==> src/rtl/rrc_pkg.sv <==
// ============================================================================
// Region registration cache package
// Shared types, codes and constants for the region registration cache.
// ============================================================================
package rrc_pkg;

    // Default number of table slots.
    localparam int TABLE_DEPTH_DEF = 64;

    // Device memory always uses 64 KiB pages.
    localparam logic [63:0] DEVICE_PAGE = 64'(64 * 1024);
    localparam logic [63:0] DEVICE_MASK = DEVICE_PAGE - 64'd1;

    localparam logic [31:0] REFS_MAX = 32'hFFFF_FFFF;

    // Request and memory kinds.
    localparam logic REQ_REGISTER = 1'b0;
    localparam logic REQ_RELEASE  = 1'b1;
    localparam logic MEM_HOST     = 1'b0;
    localparam logic MEM_DEVICE   = 1'b1;

    // Configuration register indexes.
    localparam logic [1:0] CFG_MAX_ENTRIES     = 2'd0;
    localparam logic [1:0] CFG_MAX_REGION_SIZE = 2'd1;
    localparam logic [1:0] CFG_HOST_PAGE_LOG2  = 2'd2;

    typedef enum logic [2:0] {
        ST_NEW       = 3'd0,
        ST_REUSED    = 3'd1,
        ST_LAST_REL  = 3'd2,
        ST_STILL_REF = 3'd3,
        ST_BAD_ARG   = 3'd4,
        ST_FULL      = 3'd5,
        ST_NOT_FOUND = 3'd6,
        ST_COUNT_ERR = 3'd7
    } t_status;

    typedef struct packed {
        logic        req_type;
        logic [63:0] start_address;
        logic [63:0] length;
        logic        mem_type;
        logic [15:0] entry_handle;
    } t_req;

    typedef struct packed {
        t_status     status;
        logic [15:0] handle_out;
        logic [63:0] aligned_start;
        logic [63:0] aligned_end;
        logic [31:0] ref_count;
    } t_rsp;

    // One table slot.
    typedef struct packed {
        logic [63:0] start_addr;
        logic [63:0] end_addr;
        logic        kind;
        logic [31:0] refs;
        logic [15:0] tag;
    } t_entry;

    // What the compare unit checks a slot against.
    typedef struct packed {
        logic        is_release;
        logic        kind;
        logic [63:0] base;
        logic [63:0] end_addr;
        logic [15:0] tag;
    } t_match_req;

endpackage

==> src/rtl/rrc_match.sv <==
// ============================================================================
// Region registration cache compare unit
// Checks one slot for range containment or for a handle match.
// ============================================================================
module rrc_match (
    input  rrc_pkg::t_entry     i_entry,
    input  rrc_pkg::t_match_req i_req,
    output logic                o_hit
);

    logic contains;

    // The slot must hold the whole widened range and be of the same kind.
    assign contains = (i_entry.kind == i_req.kind)
                   && (i_entry.start_addr <= i_req.base)
                   && (i_req.end_addr <= i_entry.end_addr);

    assign o_hit = i_req.is_release ? (i_entry.tag == i_req.tag) : contains;

endmodule

==> config.mk <==
export PLATFORM = sky130hd
export DESIGN_NAME = rrc_match
export DESIGN_NICKNAME = d
export VERILOG_FILES = /design/src/rtl/rrc_pkg.sv /design/src/rtl/rrc_match.sv
export SDC_FILE = /design/constraint.sdc
export NUM_CORES = 1
export LEC_CHECK = 0
export BUFFER_PORTS_ARGS = -buffer_cell sky130_fd_sc_hd__buf_2
export CAP_MARGIN = 25
export CORE_AREA = 2 2 126 128
export DETAILED_ROUTE_END_ITERATION = 10
export DIE_AREA = 0 0 128 130
export PLACE_DENSITY = 0.56
export SYNTH_ARGS = -nofsm -noshare
export SYNTH_HDL_FRONTEND = slang
export SYNTH_SLANG_ARGS = --single-unit
export TNS_END_PERCENT = 20
==> constraint.sdc <==
create_clock -name vclk -period 2.13
set_input_delay 0.1065 -clock vclk [all_inputs]
set_output_delay 0.1065 -clock vclk [all_outputs]
set_load 0.05 [all_outputs]
## Word-level counts from Yosys, hierarchy flattened

Index checks and enable logic that the tools add are counted.
Widths: inputs -> output; s select.

- Logic and storage cells: 7
- Output and inout port bits: 1
- Register bits: 0
- Input port bits: 323

- Reductions and logical operators: 2
- Equality and inequality tests: 2
- Muxes and demuxes: 1
- Order comparisons: 2

Operator list:

| operator | count |
|---|---|
| $le 64x64->1 | 2 |
| $eq 16x16->1 | 1 |
| $logic_and 1x1->1 | 2 |
| $eq 1x1->1 | 1 |
| $mux 1 | 1 |

## Depth between registers and ports, before layout

Gate-level depths: netlist of the first run.

- Word-level depth: 4
- Depth in mapped cells: 10
- Gate-level depth less buffers: 10

## Least setup slack after synthesis of the first run

Ideal clock, no wire load.

- Kind: input port to output port
- Start: input i_entry[102] (netlist name)
- End: output o_hit
- Stages: 10
- Arrival time: 2.020 ns
- Data required time: 2.024 ns
- Path buffers: 0
- Slack: 0.003 ns
- Path through: inv_1 -> ha_1 -> a21o_1 -> a21o_1 -> a21oi_1 -> o21ai_0 -> a2111oi_0 -> and3_1 -> o22ai_1 -> o21ai_1

- Longest elaborated chain between the ends: 3

Ends and longest elaborated chain:

| element | line | RTL |
|---|---|---|
| start, declared | rrc_match.sv:6 | `input rrc_pkg::t_entry i_entry,` |
| $le 64x64->1 | rrc_match.sv:16 | `&& (i_req.end_addr <= i_entry.end_addr);` |
| $logic_and 1x1->1 | rrc_match.sv:16 |  |
| $mux 1 | rrc_match.sv:18 | `assign o_hit = i_req.is_release ? (i_entry.tag == i_req.tag) : contains;` |
| end, declared | rrc_match.sv:8 | `output logic o_hit` |

No other way between the ends.

## Worst setup path in the final report of the first run

- Start: input i_req[142] (netlist name)
- End: output o_hit

- Longest elaborated chain between the ends: 4

Ends and longest elaborated chain:

| element | line | RTL |
|---|---|---|
| start, declared | rrc_match.sv:7 | `input rrc_pkg::t_match_req i_req,` |
| $le 64x64->1 | rrc_match.sv:15 | `&& (i_entry.start_addr <= i_req.base)` |
| $logic_and 1x1->1 | rrc_match.sv:15 |  |
| $logic_and 1x1->1 | rrc_match.sv:16 |  |
| $mux 1 | rrc_match.sv:18 |  |

No other way between the ends.

==> impl_results.md, run 1 <==
- GRT Util Overall: a little over an eighth
- Initial DRC Count: 44
- Sequential cell count: 0
- TritonRoute pass-1 iters: 4
- Crit path arrival time: around 2 ns
- Critical path depth: 14
- Seq. cell area: 0 sq um
- # fillers: 1674
- Hpwl dp: 11400 um
- Global route overflow: 0
- Synth Area in Compound Gates: a little under a fifth
- Final Hold Vio Count: 0
- Synth unique cells: 39
- Leakage power: around 3.5 nW
- DRT antenna net count: 0
- Global-route wire length before repair: 18600 um
- Die area: approximately 17000 sq um
- Status: complete, no violations
- Worst path buffer plus inverter count: 5
- Core area: roughly 15000 sq um
- Slew Viols, Final: 0
- Startpoint types: primary input
- Tcrit/Tclk final: a little under 100%
- Vias: 4333
- Most common cell after layout, fill and taps aside: buf_2
- Synth Area in Simple Gates: 16.8%
- Max incr delay on CP: 0.32 ns
- CLK BUF: 0
- Slew HR: a little over 70%
- Initial antenna violation count: 0
- Slowest-stage cell, CP: a211o_1
- Pwr dens: about 170 nW/um^2
- Worst-path cell chain: buf_6 > inv_4 > ha_4 > nand4_1 > buf_4 > buf_4 > nor3_1 > nand2_1 > o211ai_1 > a211o_1 > a211oi_4 > o22ai_4 > o21ai_2 > buf_6
- Layout Cells excl Fill: between 900 and 1000
- Min Tclk post-route: between 2 and 2.5 ns
- Mux cell area share after synthesis: 0%
- Setup ws final: around 0.013 ns
- Max Cap Violations: 0
- Family with the most delay on the worst path: compound AO/OA/AOI/OAI gates
- Mapped Area: approximately 3500 sq um
- Placer Congestion: around 0.86
- Drt total wl: 12500 um
- Syn_area_per_cell: 7.25 sq um
- Vias in the first global route: 4146
- CP Data Required Time: ~2.0 ns
- VDD IR-drop max: ~0.000074 V
- XOR/XNOR share of the synthesized area: around 4.3%
- Buffers on Ports: ~300
- Max Clock Freq: ~470 MHz
- Worst Hold Depth: 4
- Routed WL per cell: between 10 and 15 um
- Die height: 130 um
- Syn nets: 929
- Starting Density: between 20 and 25%
- Synth warn: 0
- Area of the multi-input gates: between 3000 and 4000 sq um
- Adder-cell share of the synthesized area: a little under half
- Area growth, synth to finish: 68.6%
- Crit end category: output port
- Share of layout cells above drive strength 1: around 48%
- Largest net degree at the start of global routing: 5
- Post-synthesis sequential area ratio: 0%
- Count of final setup violators: 0
- Post-Place Cells: between 900 and 1000
- Worst hold path type: primary input to output port
- Crit Path Max Fanout: 3
- Post-Place Worst Slack: -0.366 ns
- NumNets Final: around 1300
- DRC: 0
- Post-DR vias/cell: approximately 4.4
- CP Class: primary input to output port
- Largest family of logic cells by synthesized area: adder cells
- Most frequent cells in the layout: buf_2 (280), inv_1 (118), ha_1 (107)
- Worst slew pin tran: around 0.43 ns
- Top Ports: about 320
- Row count: between 40 and 50
- Synth Instances: around 480
- # diodes: 0
- RSZ-0062 raised after global routing: true
- Die width: between 100 and 150 um
-- area by class of cell --
| class | instances | area share (%) |
|---|---|---|
| multi-input combinational | 348 | 57.6 |
| timing repair buffer | 319 | 29.8 |
| inverter | 130 | 8.48 |
| tap | 192 | 4.11 |
-- worst min-delay path, stage by stage --
cell and delay [ns]:
buf_2 0.10, nand2_1 0.07, o21ai_2 0.06, buf_6 0.15
-- cells by family (layout without fill, tap and decap cells) --
group / Yosys count / in the layout
buffers and inverters: 130 / 449
XOR/XNOR: 17 / 17
AO/OA/AOI/OAI: 104 / 104
adder cells (fa/ha/maj): 128 / 128
AND/OR/NAND/NOR: 99 / 99
-- routing by layer --
metal | track usage, % | routed length (um)
met5 | 0 | 0
met3 | 2.83 | 1060
met2 | 29.2 | 6520
met4 | 0.840 | 82
met1 | 13.9 | 4790
-- cells in the mapped netlist --
cell | count | area, sq um
nor2_1 | 11 | 41.3
or4_1 | 1 | 7.51
and3_2 | 1 | 7.51
a221oi_2 | 1 | 15.0
nand2b_1 | 1 | 6.26
xor2_1 | 15 | 131
nor4_4 | 2 | 42.5
nor4_2 | 1 | 12.5
xnor2_1 | 2 | 17.5
a211oi_2 | 1 | 12.5
a21oi_1 | 45 | 225
o21ai_1 | 3 | 15.0
nor4_1 | 4 | 25.0
inv_1 | 130 | 488
a2111o_1 | 1 | 11.3
ha_1 | 128 | 1600
nor3_2 | 1 | 10.0
a31oi_1 | 1 | 6.26
nand4_1 | 25 | 156
or2_2 | 1 | 6.26
a22oi_1 | 1 | 7.51
nor2b_1 | 3 | 18.8
o21ai_0 | 14 | 70.1
a21o_1 | 14 | 105
a2bb2oi_1 | 1 | 8.76
nor4b_1 | 1 | 8.76
o211ai_1 | 4 | 30.0
nand3_1 | 10 | 50.1
nor3_1 | 4 | 20.0
o21a_1 | 2 | 15.0
a211o_1 | 1 | 8.76
a221oi_1 | 2 | 17.5
o22ai_1 | 3 | 18.8
a211oi_1 | 8 | 60.1
nand2_1 | 26 | 97.6
nand4_2 | 3 | 37.5
and3_1 | 1 | 6.26
a2111oi_0 | 2 | 17.5
and4_1 | 3 | 26.3
-- per-stage QoR --
stage	util [%]	total power [mW]	instance area [sq um]	hold slack (ns)	setup TNS [ns]
after CTS	37.5	0.999	5780	0.593	-0.0158
after detailed placement	34.6	0.891	5340	0.632	-0.366
after global placement	34.6	0.884	5340	0.637	-0.317
after floorplan	-	0.456	3460	0.570	0
after global routing	37.9	1.15	5840	0.611	-0.102
final	37.9	1.01	5840	0.590	0
-- power breakdown --
part           total [mW]  switching, mW  internal [mW]
Sequential              0              0              0
Combinational        1.01          0.462          0.544
Clock                   0              0              0
Total                1.01          0.462          0.544
-- path summary, 6_finish.rpt --
kind	to	start
max	o_hit	i_req[142]
min	o_hit	i_req[145]
-- repair_timing --
action,CTS,global route
hold buffers,0,0
endpoints found under the setup margin,1,1
setup buffers,4,1
pin swaps,34,18
gates resized for setup,73,5
Power figures use the tool's default switching activity.
==> inputs of run 2 (changes only) <==
--- a/config.mk
+++ b/config.mk
@@ -7,10 +7,11 @@
 export LEC_CHECK = 0
 export BUFFER_PORTS_ARGS = -buffer_cell sky130_fd_sc_hd__buf_2
 export CAP_MARGIN = 25
-export CORE_AREA = 2 2 126 128
+export CELL_PAD_IN_SITES_DETAIL_PLACEMENT = 2
+export CELL_PAD_IN_SITES_GLOBAL_PLACEMENT = 2
+export CORE_UTILIZATION = 18
 export DETAILED_ROUTE_END_ITERATION = 10
-export DIE_AREA = 0 0 128 130
-export PLACE_DENSITY = 0.56
+export PLACE_DENSITY = 0.86
 export SYNTH_ARGS = -nofsm -noshare
 export SYNTH_HDL_FRONTEND = slang
 export SYNTH_SLANG_ARGS = --single-unit
==> run 2 against run 1 <==
Effect of this change: the run now ends with negative setup slack left; via count up 7.2%; critical path depth unchanged; combinational power is essentially flat; die area increased by 19%; design area fell by 2.5%; fmax shrank 8.5%; sequential share of layout area unchanged; setup slack worse by 0.20 ns; count of clock-buffer cells in the layout unchanged; final cell count grew 4.2%; critical path type unchanged; largest power group unchanged.
==> impl_results.md, run 2 (synthesis gave the netlist of run 1 again) <==
- Tot Pwr: 1.02 mW (+1.7%)
- Placer Congestion: 0.829 (-3.2%)
- Setup ws final: -0.184 ns (-0.197 ns)
- GRT Util Overall: 16.0% (+2.4 points)
- NumNets Final: 1250 (unchanged)
- CP Class: primary input to output port
- Hold Buf Count CTS: 0 (unchanged)
- # diodes: 0 (unchanged)
- Initial antenna violation count: 1 (+1)
- Placed Area: 5370 sq um (+0.56%)
- Initial DRC Count: 37 (-16%)
- Vias: 4647 (+7.2%)
- Buffers on Ports: 292 (unchanged)
- Crit end category: output port
- Worst hold path type: primary input to output port
- Starting Density: 18.5% (-4.0 points)
- Die width: 141 um (+9.9%)
- Pwr dens: 179 nW/um^2 (+4.3%)
- CP Data Required Time: 2.02 ns (about the same)
- Drt total wl: 16700 um (+34%)
- Status: finished, violations left
- Top Ports: 324 (unchanged)
- Area growth, synth to finish: 64.4%
- Worst hold slack: 0.586 ns (-0.00422 ns)
- Sequential cell count: 0 (unchanged)
- Core area: 18800 sq um (+22%)
- Tcrit/Tclk final: 109% (+9.3 points)
- Share of layout cells above drive strength 1: 45.4% (-2.1 points)
- Leakage power: 3.46 nW (-0.67%)
- Most frequent cells in the layout: buf_2 (290), inv_1 (126), ha_1 (116)
- Setup TNS: -0.184 ns (-0.184 ns)
- Final Util: 30.3% (-7.5 points)
- Die area: 19800 sq um (+19%)
- Max Clock Freq: 432 MHz (-8.5%)
- Row count: 50 (+8.7%)
- Crit path arrival time: 2.21 ns (+0.20 ns)
- Max Cap Violations: 0 (unchanged)
- Vias in the first global route: 5345 (+29%)
- Worst slew pin tran: 0.375 ns (-0.0541 ns)
- DRT antenna net count: 0 (unchanged)
- Crit Path Max Fanout: 2 (-1)
- DRC: 0 (unchanged)
- Most common cell after layout, fill and taps aside: buf_2
- Slew HR: 74.7% (+3.3 points)
- Design Area, Final: 5690 sq um (-2.5%)
- Global-route wire length before repair: 25500 um (+37%)
- Final Hold Vio Count: 0 (unchanged)
- Global route overflow: 0 (unchanged)
- RSZ-0062 raised after global routing: true
- Startpoint types: primary input
- Slew Viols, Final: 0 (unchanged)
- Min Tclk post-route: 2.31 ns (+0.197 ns)
- TritonRoute pass-1 iters: 4 (unchanged)
- Largest net degree at the start of global routing: 5 (unchanged)
- VDD IR-drop max: 0.0000686 V (-7.8%)
- Seq. cell area: 0 sq um (unchanged)
- Die height: 141 um (+8.2%)
- CLK BUF: 0 (unchanged)
- Routed WL per cell: 16.2 um (+28%)
- Hpwl dp: 15600 um (+37%)
- Count of final setup violators: 1 (+1)
- Failing checks: negative setup slack
- Post-DR vias/cell: 4.51 (+2.9%)
[run 2: changes by cell type in the layout (fill, tap and decap cells not counted), moves of 3 or more]
cell and delta:
buf_6 -11, ha_4 -9, inv_1 +8, ha_1 +9
buf_2 +10, inv_2 -6, o21ai_0 +3
[run 2: routing by layer]
metal / track usage [%] / part of all wire [%]
met5: 0 / 0
met4: 2.23 / 1.7
met3: 2.72 / 6.7
met2: 34.4 / 55
met1: 16.0 / 36
[run 2: timing repair]
action	CTS	global route
gates resized for setup	22	22
endpoints found under the setup margin	1	1
pin swaps	20	17
setup buffers	2	5
[run 2: path summary, 6_finish.rpt]
path	start	end	cells after the start
max	i_req[139]	o_hit	14
min	i_req[145]	o_hit	4
[run 2: cell type report]
type               instances  area [sq um]
well taps                234           293
fillers                 2296         13100
multi-input cells        348          3230
inverters                130           490
repair buffers           319          1680
[run 2: critical path, cell delays in order]
cell and delay [ns]:
buf_6 0.10, inv_4 0.05, ha_4 0.21, nand4_1 0.22, buf_4 0.16, nor2_1 0.05, a211oi_2 0.23, o211ai_1 0.13
a211o_1 0.31, a211oi_2 0.17, buf_4 0.16, o22ai_4 0.07, o21ai_2 0.07, buf_6 0.17
[run 2: where the power goes]
part	switching, mW	internal [mW]
registers	0	0
clock network	0	0
logic	0.495	0.527
[run 2: metrics by stage]
| step | setup slack (ns) | std cells |
|---|---|---|
| finish | -0.184 | 1031 |
| global route | -0.289 | 1031 |
| CTS | -0.205 | 1026 |
| detailed placement | -0.532 | 1024 |
| global placement | -0.502 | 1024 |
| floorplan | 0.00324 | 478 |
==> inputs of run 3 (changes only) <==
--- a/config.mk
+++ b/config.mk
@@ -15,4 +15,4 @@
 export SYNTH_ARGS = -nofsm -noshare
 export SYNTH_HDL_FRONTEND = slang
 export SYNTH_SLANG_ARGS = --single-unit
-export TNS_END_PERCENT = 20
+export TNS_END_PERCENT = 50
==> constraint.sdc (replaced) <==
create_clock -name vclk -period 2.13
set_input_delay 0.426 -clock vclk [all_inputs]
set_output_delay 0.426 -clock vclk [all_outputs]
set_load 0.05 [all_outputs]
==> run 3 against run 2 <==
Effect of this change: the run still ends with negative setup slack left; non-clock buffer count rose by 13; routed wire length rose by 1.3%; critical path depth fell by 1; core utilization rose by 1.3 points; global-route usage rose by 0.45 points; combinational power rose by 6%; final cell count rose by 1.3%; power rose by 6.1%; first-iteration DRC count rose by 2.7%; worst hold slack improved by 0.74 ns; critical endpoint unchanged.
==> impl_results.md, run 3 (synthesis gave the netlist of run 1 again) <==
- NumNets Final: 1263 (+1.0%)
- Die width: 141 um (unchanged)
- Sequential cell count: 0 (unchanged)
- Slew HR: 71.8% (-2.9 points)
- Die area: 19800 sq um (unchanged)
- Worst-path cell chain: buf_2 > inv_1 > ha_4 > nand4_4 > nor4_4 > nand4_1 > a31oi_1 > buf_4 > a2111oi_4 > and3_4 > o22ai_4 > o21ai_4 > buf_8
- Most common cell after layout, fill and taps aside: buf_2
- Crit path arrival time: 2.44 ns (+0.23 ns)
- Largest net degree at the start of global routing: 5 (unchanged)
- Final Util: 31.6% (+1.3 points)
- Layout Cells excl Fill: 1044 (+1.3%)
- Crit end category: output port
- Setup TNS: -0.740 ns (-0.556 ns)
- Max Cap Violations: 0 (unchanged)
- Setup ws final: -0.740 ns (-0.556 ns)
- DRT antenna net count: 0 (unchanged)
- Die height: 141 um (unchanged)
- Share of layout cells above drive strength 1: 46.4% (+1.0 points)
- CP Class: primary input to output port
- Post-Place Cells: 1040 (+1.6%)
- CLK BUF: 0 (unchanged)
- Worst slew pin tran: 0.418 ns (+0.0436 ns)
- Core area: 18800 sq um (unchanged)
- Setup crit start: i_entry[79]
- Buffers on Ports: 292 (unchanged)
- Initial DRC Count: 38 (+2.7%)
- Top Ports: 324 (unchanged)
- Failing checks: negative setup slack
- Starting Density: 18.5% (unchanged)
- Drt total wl: 16900 um (+1.3%)
- Pwr dens: 183 nW/um^2 (+1.8%)
- Leakage power: 3.54 nW (+2.3%)
- Area growth, synth to finish: 71.5%
- Row count: 50 (unchanged)
- VDD IR-drop max: 0.0000651 V (-5.2%)
- Initial antenna violation count: 1 (unchanged)
- Seq. cell area: 0 sq um (unchanged)
- Min Tclk post-route: 2.87 ns (+0.556 ns)
- # diodes: 0 (unchanged)
- DRC: 0 (unchanged)
- Placer Congestion: 0.778 (-6.1%)
- Startpoint types: primary input
- Count of final setup violators: 1 (unchanged)
- Global-route wire length before repair: 25900 um (+1.7%)
- Final Hold Vio Count: 0 (unchanged)
- # fillers: 2283 (-0.57%)
- Post-DR vias/cell: 4.48 (-0.63%)
- Routed WL per cell: 16.2 um (about the same)
- Vias: 4676 (+0.62%)
- Crit Path Max Fanout: 3 (+1)
- Worst hold path type: primary input to output port
- TritonRoute pass-1 iters: 4 (unchanged)
- Tcrit/Tclk final: 135% (+26 points)
- Most frequent cells in the layout: buf_2 (283), inv_1 (125), ha_1 (108)
- CP Data Required Time: 1.70 ns (-0.32 ns)
- Slew Viols, Final: 0 (unchanged)
- Global route overflow: 0 (unchanged)
- Vias in the first global route: 5479 (+2.5%)
- Tot Pwr: 1.08 mW (+6.1%)
- GRT Util Overall: 16.5% (+0.45 points)
- Hpwl dp: 16000 um (+2.2%)
- Worst hold start: i_entry[15]
- Slowest-stage cell, CP: nor4_4
- Max incr delay on CP: 0.33 ns (+0.02 ns)
- Status: finished, violations left
- Max Clock Freq: 348 MHz (-19%)
- RSZ-0062 raised after global routing: true
## run 3: cell types whose count changed in the layout (fill, tap and decap cells not counted), moves of 2 or more
cell / change
a2111oi_2: -2
a21oi_1: +2
a21oi_2: -2
buf_2: -7
buf_4: +13
buf_6: +5
buf_8: +2
ha_1: -8
ha_4: +8
inv_4: +2
nor2_1: +2
nor2_2: -2
o21ai_0: -2
o21ai_1: +2
## run 3: worst max-delay path: cells and delay by family
family,cells,cell delay (ns)
AND/OR/NAND/NOR,4,0.86
buffers and inverters,4,0.44
AO/OA/AOI/OAI,4,0.42
adder cells (fa/ha/maj),1,0.29
## run 3: per-stage QoR
stage | instance area, sq um | setup WS (ns) | hold slack [ns]
after floorplan | 3540 | -0.262 | 1.07
after CTS | 5810 | -0.820 | 1.33
after global routing | 5940 | -0.866 | 1.35
final | 5940 | -0.740 | 1.33
after detailed placement | 5570 | -1.06 | 1.38
after global placement | 5570 | -0.992 | 1.38
## run 3: layer usage
| metal | vias up | track usage [%] | wire length (um) |
|---|---|---|---|
| li1 | 2334 | - | - |
| met1 | 2119 | 15.2 | 5870 |
| met2 | 207 | 36.5 | 9430 |
| met3 | 16 | 3.53 | 1340 |
| met4 | 0 | 2.17 | 230 |
| met5 | - | 0 | 0 |
## run 3: worst paths after layout
kind	cells past startpoint	slack (ns)	endpoint
setup / recovery	13	-0.74	o_hit
hold / removal	5	1.33	o_hit
## run 3: final cells by class
class	count	area (sq um)	share of cell area [%]
multi-input combinational	348	3320	56.0
timing repair buffer	332	1830	30.7
inverter	130	495	8.34
tap	234	293	4.93
## run 3: repair_timing
| action | 4_1_cts | 5_1_grt |
|---|---|---|
| endpoints found under the setup margin | 1 | 1 |
| hold buffers | 0 | 0 |
| buffers inserted | 3 | 1 |
| gates cloned | 0 | 0 |
| hold endpoints to repair | 0 | 0 |
| gates resized for setup | 32 | 16 |
| pin swaps | 21 | 13 |
## run 3: power by group
group | total [mW] | internal, mW | leakage [nW] | switching, mW
clock | 0 | 0 | 0 | 0
sequential | 0 | 0 | 0 | 0
combinational | 1.08 | 0.576 | 3.54 | 0.509
